File: src/design/vpd_pkg.sv
// ---------------------------------------------------------------------------
// vpd_pkg: shared types and constants for the vapour pressure deficit unit
// Fixed-point constants, the 2^(i/32) table and the item carried from the
// front end to the arithmetic back end.
// ---------------------------------------------------------------------------
`default_nettype none

package vpd_pkg;

    localparam int unsigned QUEUE_DEPTH  = 4;

    localparam int unsigned TEMP_W       = 14;
    localparam int unsigned HUM_W        = 14;
    localparam int unsigned OUT_W        = 16;
    localparam int unsigned DEN_W        = 15;
    localparam int unsigned NUM_W        = 32;
    localparam int unsigned QUOT_W       = 18;

    localparam int unsigned DEN_BASE     = 23730;
    localparam int unsigned NUM_SCALE    = 491520;
    localparam int unsigned LOG2_10_Q16  = 217706;
    localparam int unsigned SVP0_DECIPA  = 6107;
    localparam int unsigned RH_FULL      = 10000;
    localparam int unsigned OUT_MAX      = 47500;
    localparam int unsigned HALF_DIV     = 50000;
    localparam int unsigned RECIP_3125   = 351843721;
    localparam int unsigned DIV_LOW      = 3125;

    typedef struct packed {
        logic                neg;
        logic [DEN_W-1:0]    den;
        logic [NUM_W-1:0]    num;
        logic [HUM_W-1:0]    dry;
        logic                ok;
    } vpd_item_t;

    // 2^(i/32) in Q16, i = 0..32
    function automatic logic [17:0] pow2_frac(input logic [5:0] idx);
        logic [17:0] v;
        unique case (idx)
            6'd0:  v = 18'd65536;  6'd1:  v = 18'd66971;  6'd2:  v = 18'd68438;
            6'd3:  v = 18'd69936;  6'd4:  v = 18'd71468;  6'd5:  v = 18'd73032;
            6'd6:  v = 18'd74632;  6'd7:  v = 18'd76266;  6'd8:  v = 18'd77936;
            6'd9:  v = 18'd79642;  6'd10: v = 18'd81386;  6'd11: v = 18'd83169;
            6'd12: v = 18'd84990;  6'd13: v = 18'd86851;  6'd14: v = 18'd88752;
            6'd15: v = 18'd90696;  6'd16: v = 18'd92682;  6'd17: v = 18'd94711;
            6'd18: v = 18'd96785;  6'd19: v = 18'd98905;  6'd20: v = 18'd101070;
            6'd21: v = 18'd103283; 6'd22: v = 18'd105545; 6'd23: v = 18'd107856;
            6'd24: v = 18'd110218; 6'd25: v = 18'd112631; 6'd26: v = 18'd115098;
            6'd27: v = 18'd117618; 6'd28: v = 18'd120194; 6'd29: v = 18'd122825;
            6'd30: v = 18'd125515; 6'd31: v = 18'd128263; 6'd32: v = 18'd131072;
            default: v = 18'd131072;
        endcase
        return v;
    endfunction

endpackage

`default_nettype wire

File: src/design/vpd_queue.sv
// ---------------------------------------------------------------------------
// vpd_queue: short queue between front and back
// Holds classified items so that each side can stall on its own.
// ---------------------------------------------------------------------------
`default_nettype none

module vpd_queue #(
    parameter int unsigned DEPTH = vpd_pkg::QUEUE_DEPTH
) (
    input  wire logic                 aclk,
    input  wire logic                 aresetn,
    input  wire logic                 push,
    input  wire vpd_pkg::vpd_item_t   push_item,
    output logic                      full,
    input  wire logic                 pop,
    output logic                      not_empty,
    output vpd_pkg::vpd_item_t        head_item
);

    localparam int unsigned PTR_W = (DEPTH > 1) ? $clog2(DEPTH) : 1;
    localparam int unsigned CNT_W = $clog2(DEPTH + 1);

    vpd_pkg::vpd_item_t mem [DEPTH];
    logic [PTR_W-1:0]   wr_ptr_reg, rd_ptr_reg;
    logic [CNT_W-1:0]   count_reg;
    logic               do_push, do_pop;

    assign full      = (count_reg == CNT_W'(DEPTH));
    assign not_empty = (count_reg != '0);
    assign head_item = mem[rd_ptr_reg];
    assign do_push   = push && !full;
    assign do_pop    = pop && not_empty;

    function automatic logic [PTR_W-1:0] ptr_inc(input logic [PTR_W-1:0] p);
        return (p == PTR_W'(DEPTH - 1)) ? '0 : p + PTR_W'(1);
    endfunction

    always_ff @(posedge aclk) begin
        if (!aresetn) begin
            wr_ptr_reg <= '0;
            rd_ptr_reg <= '0;
            count_reg  <= '0;
        end else begin
            if (do_push) wr_ptr_reg <= ptr_inc(wr_ptr_reg);
            if (do_pop)  rd_ptr_reg <= ptr_inc(rd_ptr_reg);
            if (do_push && !do_pop)      count_reg <= count_reg + CNT_W'(1);
            else if (do_pop && !do_push) count_reg <= count_reg - CNT_W'(1);
        end
        if (do_push) begin
            mem[wr_ptr_reg] <= push_item;
        end
    end

endmodule

`default_nettype wire

File: config.mk
export PLATFORM = sky130hd
export DESIGN_NAME = vpd_queue
export DESIGN_NICKNAME = d
export VERILOG_FILES = /design/src/design/vpd_pkg.sv /design/src/design/vpd_queue.sv
export SDC_FILE = /design/constraint.sdc
export NUM_CORES = 1
export LEC_CHECK = 0
export BUFFER_PORTS_ARGS = -buffer_cell sky130_fd_sc_hd__buf_2
export CORE_MARGIN = 2
export CORE_UTILIZATION = 55
export CTS_CLUSTER_DIAMETER = 120
export DETAILED_ROUTE_END_ITERATION = 10
export PLACE_DENSITY = 0.82
export SYNTH_ARGS = -nofsm -noshare
export SYNTH_HDL_FRONTEND = slang
export SYNTH_SLANG_ARGS = --single-unit
File: constraint.sdc
create_clock -name aclk -period 3.1 [get_ports aclk]
set_input_delay 0.62 -clock aclk [delete_from_list [all_inputs] [get_ports aclk]]
set_output_delay 0.62 -clock aclk [all_outputs]
set_load 0.1 [all_outputs]
==> reports/metrics.yaml <==
setup_path:
  cp_top_family: "buffers and inverters"
  start_kind: "register"
  r2r_end: "count_reg[2]"
  critPathKind: "reg2out"
  arrival_ns: 2.19
  max_stage_delay_ns: 0.70
  critPathMaxFanout: 33
  worstReg2RegStart: "count_reg[1]"
  worstPathRequired_ns: 2.48
  path_buf_inv: 2
  reg2reg_slack_ns: 0.52
  endpoint_kind: "primary output"
  critical-path-slowest-cell: "dfxtp_4"
  reg2reg_depth: 7
  path_cells: "buf_12, mux4_2, buf_2"
synth:
  syn-instance-count: 380
  yosysWarnings: 0
  avgSynthCellArea_um2: 25.4
  synth_edf_count: 252
  ys_ff_latch: 261
  ys_seq_area_share_pct: 80.3
  synth-async-reset-ratio_pct: 0
  syn_nets: 454
  yosysUniqueCellTypes: 24
  synthFlopType: "edfxtp_1"
  synth.cell_area_mm2: 0.00964
floorplanning:
  placementRows: 48
  coreArea_mm2: 0.0172
  initial_utilization_pct: 56.0
  io-pin-count: 132
  die_height_um: 136
  die-area_mm2: 0.0186
  die_w_um: 136
grt:
  grt_pass1_vias: 4854
  grt-ovfl-total: 0
  track_usage_pct: 19.1
  antenna_found_initial: 2
  grt_start_max_net_pins: 46
  grt_first_pass_wirelength_mm: 26.3
final_layout:
  areaGrowthSynthToFinish_pct: 18.0
  largest_reg_flops: 252
  fillers: 1118
  nNetsFinal: 610
  final_core_util_pct: 66.0
  regArea_mm2: 0.00775
  layout-drive-gt1-share_pct: 44.3
  multiInputGateArea_mm2: 0.00173
cts:
  numClockSinks: 261
  root_buffer: "clkbuf_16"
  cts_tree: "built"
  ctsResizeCount: 0
  clock_latency_ns: 0.51
  cts-buffers-inserted: 25
  post_cts_buffers: 0
  cts.clk_slew.worst_paths_ns: 0.06
  htree_levels: 1
  hold_buffers: 0
  cts_max_path_buffers: 3
job:
  cap_violations: 0
timing:
  maxSlewViolCount: 0
  tightestPinTransition_ns: 0.695
  timing.final.crit_share_pct: 90.7
  fin_ws_ns: 0.289
  maxSlewHeadroom_pct: 53.3
  setup_viol: 0
  finalClockSkew_ns: 0.0117
  min_period_ns: 2.81
  setup_tns_ns: 0
  rsz0062_at_grt: "false"
  finalHoldViolations: 0
  fmax_ghz: 0.356
place:
  port_buffers: 131
  hpwlAfterDp_mm: 10.7
  place_congestion: 0.750
  pre_cts_ws_ns: 0.645
hold_path:
  hold_start: "push_item[5]"
  holdCritPathClass: "in2reg"
  min_to: "mem[0][5]"
  min_path_cells: 1
detailed_routing:
  viasPerCell: 5.61
  wl_met1_mm: 6.84
  routed.top_layer: "met5"
  drt_pre_antenna_iters: 4
  first_iter_violations: 265
  met3_length_mm: 1.17
  met2_length_mm: 8.88
  wl_per_cell_um: 22.0
  ant_nets: 0
  drt-total-wl_mm: 17.2
  via_count: 4385
  drcViolationCount: 0
run_status:
  status: "completed"
-- kinds of logic after synthesis --
logic type / share of synthesized area (%)
flops: 80.3
mux: 15.1
simple gates: 1.13
buf+inv: 1.92
fa+ha+maj: 0.986
compound gates: 0.311
xor+xnor: 0.182
-- cell usage in the layout, fill, tap and decap left out, types with 2 or more instances in the layout --
master / count
buf_4: 10
nand3_1: 2
inv_1: 3
clkbuf_1: 4
or3_1: 2
nand2_1: 6
clkinv_2: 4
edfxtp_1: 252
clkbuf_16: 25
ha_1: 6
mux2i_1: 3
mux4_2: 60
nor2_1: 2
o21ai_0: 3
mux4_1: 3
dfxtp_1: 7
dfxtp_4: 2
bufinv_16: 3
and2_4: 4
buf_2: 131
buf_12: 4
nor2b_1: 2
diode_2: 3
clkinv_1: 7
-- synth_stat cells, types with 2 or more instances --
cell / n / area, µm²
edfxtp_1: 252 / 7570
mux4_2: 60 / 1350
dfxtp_1: 9 / 180
buf_2: 7 / 35.0
buf_12: 6 / 120
ha_1: 6 / 75.1
nand2_1: 6 / 22.5
and2_1: 5 / 31.3
inv_1: 3 / 11.3
mux2i_1: 3 / 30.0
mux4_1: 3 / 78.8
o21ai_0: 3 / 15.0
clkbuf_1: 2 / 7.51
nand3_1: 2 / 10.0
nor2_1: 2 / 7.51
nor2b_1: 2 / 12.5
or3_1: 2 / 12.5
-- per-layer routing --
layer  track usage [%]  vias to the layer above
met5                 0                        -
met4              4.75                        2
met3              4.51                       28
met2              32.1                      139
met1              25.5                     2281
li1                  -                     1935
-- per-stage QoR --
stage | std cells | cell area, µm² | hold slack (ns)
CTS | 778 | 11400 | 0.304
detailed placement | 734 | 10600 | 0.504
finish | 781 | 11400 | 0.326
global placement | 734 | 10600 | 0.479
global route | 779 | 11400 | 0.309
floorplan | 380 | 9650 | 0.468
-- how the worst max path moves through the flow --
stage	slack (ns)	end	depth (start not counted)	start
after floorplan	0.23	mem[0][0]	4	count_reg[1]
after global placement	0.78	count_reg[2]	7	count_reg[0]
after detailed placement	0.65	count_reg[2]	7	count_reg[1]
after CTS	0.25	head_item[50]	3	register
after global routing	0.20	head_item[0]	3	register
final	0.29	head_item[0]	3	register
-- worst register-to-register path, stage by stage (launching register included) --
cell and delay, ns:
dfxtp_1 0.39, o31ai_1 0.65, ha_1 0.30, inv_1 0.07
fa_1 0.39, xor2_1 0.19, or3_1 0.32, a21boi_0 0.18
-- cell type report --
type                       instances  share of cell area, %
multi-input combinational        100                   15.2
inverter                           3                 0.0990
sequential                       261                   68.2
timing repair buffer             145                   7.13
clock buffer                      29                   5.63
clock inverter                    15                   1.26
tap                              225                   2.47
antenna                            3                 0.0660
Power is not shown: default switching activity piles up to over one toggle a cycle in this logic, so the estimate is an artifact.
