===== src/design/vpd_pkg.sv =====
// ---------------------------------------------------------------------------
// vpd_pkg: shared types and constants for the vapour pressure deficit unit
// Fixed-point constants, the 2^(i/32) table and the item carried from the
// front end to the arithmetic back end.
// ---------------------------------------------------------------------------
`default_nettype none

package vpd_pkg;

    localparam int unsigned QUEUE_DEPTH  = 4;

    localparam int unsigned TEMP_W       = 14;
    localparam int unsigned HUM_W        = 14;
    localparam int unsigned OUT_W        = 16;
    localparam int unsigned DEN_W        = 15;
    localparam int unsigned NUM_W        = 32;
    localparam int unsigned QUOT_W       = 18;

    localparam int unsigned DEN_BASE     = 23730;
    localparam int unsigned NUM_SCALE    = 491520;
    localparam int unsigned LOG2_10_Q16  = 217706;
    localparam int unsigned SVP0_DECIPA  = 6107;
    localparam int unsigned RH_FULL      = 10000;
    localparam int unsigned OUT_MAX      = 47500;
    localparam int unsigned HALF_DIV     = 50000;
    localparam int unsigned RECIP_3125   = 351843721;
    localparam int unsigned DIV_LOW      = 3125;

    typedef struct packed {
        logic                neg;
        logic [DEN_W-1:0]    den;
        logic [NUM_W-1:0]    num;
        logic [HUM_W-1:0]    dry;
        logic                ok;
    } vpd_item_t;

    // 2^(i/32) in Q16, i = 0..32
    function automatic logic [17:0] pow2_frac(input logic [5:0] idx);
        logic [17:0] v;
        unique case (idx)
            6'd0:  v = 18'd65536;  6'd1:  v = 18'd66971;  6'd2:  v = 18'd68438;
            6'd3:  v = 18'd69936;  6'd4:  v = 18'd71468;  6'd5:  v = 18'd73032;
            6'd6:  v = 18'd74632;  6'd7:  v = 18'd76266;  6'd8:  v = 18'd77936;
            6'd9:  v = 18'd79642;  6'd10: v = 18'd81386;  6'd11: v = 18'd83169;
            6'd12: v = 18'd84990;  6'd13: v = 18'd86851;  6'd14: v = 18'd88752;
            6'd15: v = 18'd90696;  6'd16: v = 18'd92682;  6'd17: v = 18'd94711;
            6'd18: v = 18'd96785;  6'd19: v = 18'd98905;  6'd20: v = 18'd101070;
            6'd21: v = 18'd103283; 6'd22: v = 18'd105545; 6'd23: v = 18'd107856;
            6'd24: v = 18'd110218; 6'd25: v = 18'd112631; 6'd26: v = 18'd115098;
            6'd27: v = 18'd117618; 6'd28: v = 18'd120194; 6'd29: v = 18'd122825;
            6'd30: v = 18'd125515; 6'd31: v = 18'd128263; 6'd32: v = 18'd131072;
            default: v = 18'd131072;
        endcase
        return v;
    endfunction

endpackage

`default_nettype wire


===== src/design/vpd_front.sv =====
// ---------------------------------------------------------------------------
// vpd_front: input stage
// Takes one reading, forms |t|, the divider operands and the dry fraction.
// ---------------------------------------------------------------------------
`default_nettype none

module vpd_front (
    input  wire logic                          aclk,
    input  wire logic                          aresetn,
    input  wire logic                          s_valid,
    output logic                               s_ready,
    input  wire logic [vpd_pkg::TEMP_W-1:0]    s_air_temp_centi,
    input  wire logic [vpd_pkg::HUM_W-1:0]     s_rel_humidity_centi,
    input  wire logic                          s_reading_ok,
    output logic                               push,
    output vpd_pkg::vpd_item_t                 push_item,
    input  wire logic                          queue_full
);

    logic               valid_reg;
    vpd_pkg::vpd_item_t item_reg, item_next;
    logic signed [15:0] t_ext;
    logic [15:0]        t_abs;
    logic [15:0]        den_w;

    always_comb begin
        t_ext = {{2{s_air_temp_centi[vpd_pkg::TEMP_W-1]}}, s_air_temp_centi};
        t_abs = t_ext[15] ? 16'(-t_ext) : 16'(t_ext);
        den_w = 16'(vpd_pkg::DEN_BASE) + 16'(t_ext);
        item_next.neg = t_ext[15];
        item_next.den = den_w[vpd_pkg::DEN_W-1:0];
        item_next.num = vpd_pkg::NUM_W'(32'(t_abs) * 32'(vpd_pkg::NUM_SCALE))
                        + vpd_pkg::NUM_W'(den_w[15:1]);
        item_next.dry = (s_rel_humidity_centi >= vpd_pkg::HUM_W'(vpd_pkg::RH_FULL)) ?
                        '0 : vpd_pkg::HUM_W'(vpd_pkg::RH_FULL) - s_rel_humidity_centi;
        item_next.ok  = s_reading_ok;
    end

    assign push      = valid_reg && !queue_full;
    assign s_ready   = !valid_reg || !queue_full;
    assign push_item = item_reg;

    always_ff @(posedge aclk) begin
        if (!aresetn) begin
            valid_reg <= 1'b0;
        end else if (s_ready) begin
            valid_reg <= s_valid;
        end
        if (s_valid && s_ready) begin
            item_reg <= item_next;
        end
    end

endmodule

`default_nettype wire


===== config.mk =====
export PLATFORM = sky130hd
export DESIGN_NAME = vpd_front
export DESIGN_NICKNAME = d
export VERILOG_FILES = /design/src/design/vpd_pkg.sv /design/src/design/vpd_front.sv
export SDC_FILE = /design/constraint.sdc
export NUM_CORES = 1
export LEC_CHECK = 0
export ABC_AREA = 1
export BUFFER_PORTS_ARGS = -buffer_cell sky130_fd_sc_hd__buf_2
export CORE_UTILIZATION = 50
export CTS_CLUSTER_SIZE = 28
export DETAILED_ROUTE_END_ITERATION = 10
export PLACE_DENSITY = 0.75
export SYNTH_ARGS = -nofsm -noshare
export SYNTH_HDL_FRONTEND = slang
export SYNTH_SLANG_ARGS = --single-unit

===== constraint.sdc =====
create_clock -name aclk -period 8.65 [get_ports aclk]
set_input_delay 1.73 -clock aclk [delete_from_list [all_inputs] [get_ports aclk]]
set_output_delay 1.73 -clock aclk [all_outputs]
set_load 0.02 [all_outputs]

==> impl_metrics.csv <==
group,metric,value,unit
status,outcome,"finished, final reports clean",
detailed_routing,num_vias,3428,
clock_network,cts_setup_buffers,0,
floorplanning,dieArea,8520,µm²
layout,num-fill-cells,735,
critical_path,path_cells,"buf_2 > inv_1 > ha_1 > or2_1 > xor2_2 > clkinv_2 > fa_1 > inv_1 > fa_1 > fa_1 > nand3_1 > nand2_1 > a21boi_0 > nor2_1 > o21ai_0 > nand2_1",
grt,grt_pass1_vias,3227,
floorplanning,initial_core_util,0.522,
detailed_routing,drt_pass1_iterations,5,
clock_network,clkSlewWorstSetupHoldPaths,0.09,ns
layout,regArea,1430,µm²
synthesis,syn_inst,493,
grt,grt_max_degree,48,
placement,place_congestion,0.800,
synthesis,ys_seq_elements,48,
timing,finalSetupTns,0,ns
critical_path,arrival,5.32,ns
synthesis,yosys.area.top_type_share,0.346,
timing,hold_viol_final,0,
run,maxCapViolCount,0,
clock_network,root_buffer,"clkbuf_8",
clock_network,cts_hold_buf,0,
clock_network,clock_latency,0.29,ns
synthesis,ys_types,36,
grt,antenna_found_initial,0,
floorplanning,die_w,92.3,µm
timing,fmax,0.190,GHz
detailed_routing,wl_per_cell,12.0,µm
floorplanning,coreArea,7810,µm²
floorplanning,rows,32,
detailed_routing,routed_via_density,5.03,
power,p_total,1.04,mW
synthesis,netlist_area,4080,µm²
detailed_routing,drc,0,
critical_path,cp_num_buf_inv,4,
critical_path,cpPeakStageDelay,0.52,ns
power,p_leak,2.34,nW
floorplanning,die_h,92.3,µm
synthesis,synth_area_leaders,"edfxtp_1 35%, nand2_1 10%, fa_1 8.3%, ha_1 7.1%, inv_1 6.0%",
synthesis,async_flop_share,0,
synthesis,synth_top_area_cell,"edfxtp_1",
synthesis,ys.warnings.count,0,
timing,slew_headroom,0.408,
power,power.density,224,nW/µm²
power,max-vdd-ir-drop,0.0896,mV
clock_network,clock-sinks,48,
layout,drive_gt1_frac,0.250,
layout,nets,652,
critical_path,critPathCaptureType,"flip-flop",
clock_network,cts_resized,0,
synthesis,avgSynthCellArea,8.27,µm²
grt,globalRoute.totalOverflow,0,
critical_path,worstSetupStartpointType,"input pin",
timing,tightest_slew,0.880,ns
worst_hold_path,hold_path_class,"flip-flop to flip-flop",
synthesis,synth_flop_cell,"edfxtp_1",
synthesis,synth_edf_count,47,
timing,fin_worst_skew,0.00384,ns
layout,diodes,0,
critical_path,critPathSlowestCell,"fa_1",
critical_path,crit_required,8.71,ns
grt,grt_pass1_wl,13.8,mm
grt,globalRouteTotalUtil,0.199,
clock_network,cts_max_level,2,
placement,portBuffers,96,
timing,setup_viol,0,
critical_path,crit_type,"input pin to flip-flop",
clock_network,numCtsBuffers,5,
critical_path,critical-path-top-cell-by-count,"fa_1",
placement,dp_hpwl,6.69,mm
detailed_routing,antenna_left,0,
timing,min_period,5.26,ns
layout,mostFrequentLayoutCell,"nand2_1",
clock_network,cts_tree,"done",
detailed_routing,wirelength,8.16,mm
timing,rsz0062_at_grt,"false",
layout,area_growth,14.3,%
timing,drv_slew,0,
floorplanning,io_pins,98,
synthesis,yosysSeqAreaShare,0.351,
layout,multi_input_area,2200,µm²
timing,post-route-period-util,0.609,
layout,layout_common_cells,"109 x nand2_1, 96 x buf_2, 65 x inv_1",
clock_network,clockBufferDepth,2,
layout,largest_reg_flops,47,
critical_path,cp_max_fo,4,
detailed_routing,drtIter0Drc,145,
critical_path,crit_family,"adder cells",
-- cell type report --
class                           count  area share
Clock buffer                        6      0.0156
Timing Repair Buffer               97       0.105
Multi-Input combinational cell    347       0.473
Inverter                           80      0.0652
Sequential cell                    48       0.307
Clock inverter                      2     0.00751
Tap cell                          102      0.0274
-- synthesized netlist by cell type, types with 13 or more instances --
library cell  count
ha_1             23
nand2_2          13
nand2_1         109
xor2_1           25
a21oi_1          21
buf_4            18
edfxtp_1         47
fa_1             17
nand3_1          38
nor2_1           42
o21ai_0          14
inv_2            13
inv_1            65
-- through the flow --
| stage | instances | hold WS (ns) | instance area [µm²] | worst slack (ns) | utilization |
|---|---|---|---|---|---|
| 2_1_floorplan | 495 | 0.627 | 4090 | 3.64 | - |
| 3_3_place_gp | 674 | 0.516 | 4550 | 3.16 | 0.583 |
| 3_5_place_dp | 674 | 0.536 | 4550 | 3.11 | 0.583 |
| 4_1_cts | 682 | 0.548 | 4660 | 3.43 | 0.597 |
| 5_1_grt | 682 | 0.605 | 4660 | 3.09 | 0.597 |
| 6_report | 682 | 0.541 | 4660 | 3.39 | 0.597 |
-- final timing paths --
| check | start | end | slack [ns] | cells after the start |
|---|---|---|---|---|
| min | valid_reg | valid_reg | 0.54 | 2 |
| max | s_air_temp_centi[0] | push_item[46] | 3.39 | 16 |
| max reg2reg | valid_reg | push_item[39] | 7.29 | 2 |
| min reg2reg | valid_reg | valid_reg | 0.54 | 2 |
-- metal layers --
| metal | global-route usage | share of wire | routed length (µm) |
|---|---|---|---|
| met3 | 0.0238 | 0.064 | 522 |
| met2 | 0.376 | 0.50 | 4090 |
| met1 | 0.242 | 0.43 | 3490 |
| met5 | 0 | 0 | 0 |
| met4 | 0.0365 | 0.0059 | 48 |
-- power by group --
part           switching [mW]  internal [mW]  leakage, nW
clock network          0.0745         0.0859       0.0552
logic                   0.352          0.191         1.82
registers              0.0111          0.328        0.466
total                   0.437          0.605         2.34
-- cell families (layout without fill, tap and decap cells) --
| kind of cell | count (synthesis) | after routing | share of synthesized area |
|---|---|---|---|
| XOR/XNOR | 33 | 33 | 0.0727 |
| adder cells (fa/ha/maj) | 40 | 40 | 0.154 |
| other | 2 | 4 | 0.00184 |
| AND/OR/NAND/NOR | 219 | 219 | 0.233 |
| AO/OA/AOI/OAI | 51 | 51 | 0.0746 |
| flip-flops | 48 | 48 | 0.351 |
| buffers and inverters | 100 | 185 | 0.113 |
-- tightest hold or removal path, stage by stage, from the launching register on --
cell and delay [ns]:
dfxtp_1 0.35, nand2_1 0.08, a21boi_0 0.07
No activity file was read; power rests on OpenSTA's default activity.
